==> src/rtl/mf3_pkg.sv <==
// shared constants and register codes for the 3x3 median filter
`timescale 1ns / 1ps
`default_nettype none

package mf3_pkg;

  localparam int DEF_MAX_WIDTH  = 1024;
  localparam int DEF_PIXEL_BITS = 8;

  localparam int TAPS = 3;

  localparam int WIDTH_REG_W  = 11;
  localparam int HEIGHT_REG_W = 13;
  localparam int CFG_DATA_W   = 13;
  localparam int CFG_INDEX_W  = 1;

  localparam logic [CFG_INDEX_W-1:0] REG_IMAGE_WIDTH  = 1'b0;
  localparam logic [CFG_INDEX_W-1:0] REG_IMAGE_HEIGHT = 1'b1;

  localparam logic [WIDTH_REG_W-1:0]  WIDTH_RESET  = 11'd1024;
  localparam logic [HEIGHT_REG_W-1:0] HEIGHT_RESET = 13'd1024;

  localparam logic OP_PIXEL = 1'b0;
  localparam logic OP_DRAIN = 1'b1;

endpackage

`default_nettype wire

==> src/rtl/mf3_median9.sv <==
// median of nine from three presorted columns
`timescale 1ns / 1ps
`default_nettype none

module mf3_median9
  import mf3_pkg::*;
#(
  parameter int PIXEL_BITS = DEF_PIXEL_BITS
) (
  input  wire logic [PIXEL_BITS-1:0] col_lo  [TAPS],
  input  wire logic [PIXEL_BITS-1:0] col_mid [TAPS],
  input  wire logic [PIXEL_BITS-1:0] col_hi  [TAPS],
  output logic      [PIXEL_BITS-1:0] med
);

  function automatic logic [PIXEL_BITS-1:0] min2(input logic [PIXEL_BITS-1:0] a,
                                                 input logic [PIXEL_BITS-1:0] b);
    return (a < b) ? a : b;
  endfunction

  function automatic logic [PIXEL_BITS-1:0] max2(input logic [PIXEL_BITS-1:0] a,
                                                 input logic [PIXEL_BITS-1:0] b);
    return (a > b) ? a : b;
  endfunction

  function automatic logic [PIXEL_BITS-1:0] med3(input logic [PIXEL_BITS-1:0] a,
                                                 input logic [PIXEL_BITS-1:0] b,
                                                 input logic [PIXEL_BITS-1:0] c);
    return max2(min2(a, b), min2(max2(a, b), c));
  endfunction

  logic [PIXEL_BITS-1:0] max_lo;
  logic [PIXEL_BITS-1:0] med_mid;
  logic [PIXEL_BITS-1:0] min_hi;

  always_comb begin
    max_lo  = max2(max2(col_lo[0], col_lo[1]), col_lo[2]);
    med_mid = med3(col_mid[0], col_mid[1], col_mid[2]);
    min_hi  = min2(min2(col_hi[0], col_hi[1]), col_hi[2]);
    med     = med3(max_lo, med_mid, min_hi);
  end

endmodule

`default_nettype wire

==> config.mk <==
export PLATFORM = sky130hd
export DESIGN_NAME = mf3_median9
export DESIGN_NICKNAME = d
export VERILOG_FILES = /design/src/rtl/mf3_pkg.sv /design/src/rtl/mf3_median9.sv
export SDC_FILE = /design/constraint.sdc
export NUM_CORES = 1
export LEC_CHECK = 0
export BUFFER_PORTS_ARGS = -buffer_cell sky130_fd_sc_hd__clkbuf_2
export CAP_MARGIN = 40
export CORE_ASPECT_RATIO = 1.25
export CORE_MARGIN = 5
export CORE_UTILIZATION = 57
export DETAILED_ROUTE_END_ITERATION = 10
export MAX_ROUTING_LAYER = met4
export PLACE_DENSITY = 0.85
export SETUP_SLACK_MARGIN = 0.4
export SYNTH_ARGS = -nofsm -noshare
export SYNTH_HDL_FRONTEND = slang
export SYNTH_SLANG_ARGS = --single-unit
export TNS_END_PERCENT = 1
==> constraint.sdc <==
create_clock -name vclk -period 16
set_clock_uncertainty 0.05 [all_clocks]
set_input_delay 1.6 -clock vclk [all_inputs]
set_output_delay 1.6 -clock vclk [all_outputs]
set_load 0.01 [all_outputs]
==> results.cfg <==
[sta]
setup_viol_count_final = 0
tns_ps = 0
worst_pin_slew_ps = 895.5
max_clock_freq_ghz = 0.07125
hold_violations = 0
rsz0062_at_grt = no
fin_crit_sh_pct = 87.72
slew_headroom_pct = 40.30
slew_viol_final = 0
fin_crit_ps = 14040

[logic_synthesis]
synth_common_cells = inv_1, ha_1, a21oi_1
syn_avg_cell_area_um2 = 7.245
yosysSeqAreaShare_pct = 0
syn_area_um2 = 3152
syn_inst = 435
synth.area.top_cells = ha_1, mux2i_1, inv_1, a21oi_1, mux2_2
yosysMostFrequentCell = inv_1
synthDistinctLibCells = 56
synth_fp_nets = 579
synth_top_cell_by_area = ha_1
yosysWarnings = 0
synth_top_area_share_pct = 28.58

[global_route]
grt_pass1_wl_um = 13410
grt_pass1_vias = 3292
grt_use_total_pct = 21.90
overflow = 0
grt_max_degree = 20
grt_antenna_before_repair = 0

[routing]
vias = 3285
antenna_left = 0
route.detailed.vias_per_inst = 5.753
post-route-drc-count = 0
dr.pass1.iters = 4
routed.top_layer = met4
avgRoutedWirePerCell_um = 13.89
met2_length_um = 4147
routed-wl-met3_um = 297
wl_met1_um = 3375
wirelength_um = 7934
drt_iter0_drc = 162

[placement]
routabilityCongestion = 1.002
io_buffer_count = 80
placed_area_um2 = 3592
dp_hpwl_um = 7080

[die]
dieWidth_um = 76.51
fp.dieH_um = 93.14
rows = 30
start_util_pct = 58.31
core_um2 = 5405
dieArea_um2 = 7126
ios = 80

[layout]
area_growth_pct = 13.97
final_area_um2 = 3592
multiInputGateArea_um2 = 2815
finish.net_count = 653
nClkBuffers = 0
fill_cells = 487
seq_cell_count = 0
ff_latch_area_um2 = 0
diodes = 0
drive_gt1_share_pct = 22.09

[pwr]
power.switching_w = 0.0004125
switching_share_pct = 57.92
comb_power_share_pct = 100.0
internal-power_w = 0.0002997
power_frac_seq_pct = 0
power_density_nw_per_um2 = 198.2
clockPowerShare_pct = 0
ir_drop_mv = 0.1421
p_leak_nw = 2.098

[critical_path]
path_common_cell = a21oi_1
cpPeakStageDelay_ps = 430
crit_slowest_cell = o21ai_2
arrival_ps = 12390
cp.required_ps = 14350
cp-start-kind = primary input
endpoint_kind = output pin
path_class = primary input to output pin
cp_max_fo = 13

[clock_tree]
post_cts_resized = 0
cts_setup_buffers = 0
cts_hold_buffers = 0

[min_path]
hold_end = med[1]
min_path_type = primary input to output pin
hp-start = col_hi[1]
holdPathStages = 5

[run]
maxCapViolCount = 0

[status]
status = finished, final reports clean
layer usage:
layer / global-route usage [%] / up-vias
met3: 1.445 / 10
met2: 42.71 / 84
li1: - / 1708
met1: 24.41 / 1483
met5: - / -
met4: 4.082 / 0
power groups by stage:
stage | Sequential, W | Clock [W] | Combinational (W)
finish | 0 | 0 | 0.000712
global route | 0 | 0 | 0.000796
CTS | 0 | 0 | 0.000706
detailed placement | 0 | 0 | 0.000702
global placement | 0 | 0 | 0.000676
floorplan | 0 | 0 | 0.000518
metrics by stage:
step	instances	hold slack, ps	power, W	util [%]	setup slack [ps]
after CTS	571	3722	0.0007062	66.46	2116
after detailed placement	571	3718	0.0007022	66.46	2164
after global routing	571	3776	0.0007961	66.46	1078
after floorplan	435	3498	0.0005176	-	3397
final	571	3737	0.0007121	66.46	1965
after global placement	569	3713	0.0006762	66.18	2205
cell usage in the layout, fill, tap and decap left out, types with 3 or more instances in the layout:
cell type / n
nor2b_1: 5
nor2_1: 30
nand4_1: 10
nand3_1: 7
mux2i_1: 33
o211ai_1: 3
mux2_4: 3
nand2b_1: 8
nand2_1: 19
o21ai_0: 28
a21oi_1: 34
a21o_1: 21
inv_1: 73
o21a_1: 9
a211oi_1: 3
buf_4: 3
ha_1: 72
clkbuf_2: 80
mux2_2: 15
o21ai_1: 13
worst max-delay path: cells and delay by family:
family                   cells  cell delay (ps)
multiplexers                 3              880
adder cells (fa/ha/maj)      6             1790
AO/OA/AOI/OAI               27             4990
AND/OR/NAND/NOR             15             2590
buffers and inverters        5              520
cells by family after synthesis:
family                   synth area share [%]
XOR/XNOR                               0.5559
AND/OR/NAND/NOR                         15.80
AO/OA/AOI/OAI                           25.61
adder cells (fa/ha/maj)                 28.94
multiplexers                            18.42
buffers and inverters                   10.68
worst max-delay path by stage:
stage                     from     end  slack (ps)  cells after the start
global route        col_mid[9]  med[1]        1080                     57
CTS                 col_mid[9]  med[1]        2120                     56
finish              col_mid[9]  med[1]        1960                     56
floorplan           col_mid[9]  med[0]        3400                     55
detailed placement  col_mid[9]  med[1]        2160                     56
global placement    col_mid[9]  med[1]        2200                     52
area by class of cell:
type / count / share of cell area [%]
Inverter: 73 / 7.628
Multi-Input combinational cell: 351 / 78.37
Tap cell: 64 / 2.229
Timing Repair Buffer: 83 / 11.77
Power figures use the tool's default switching activity.
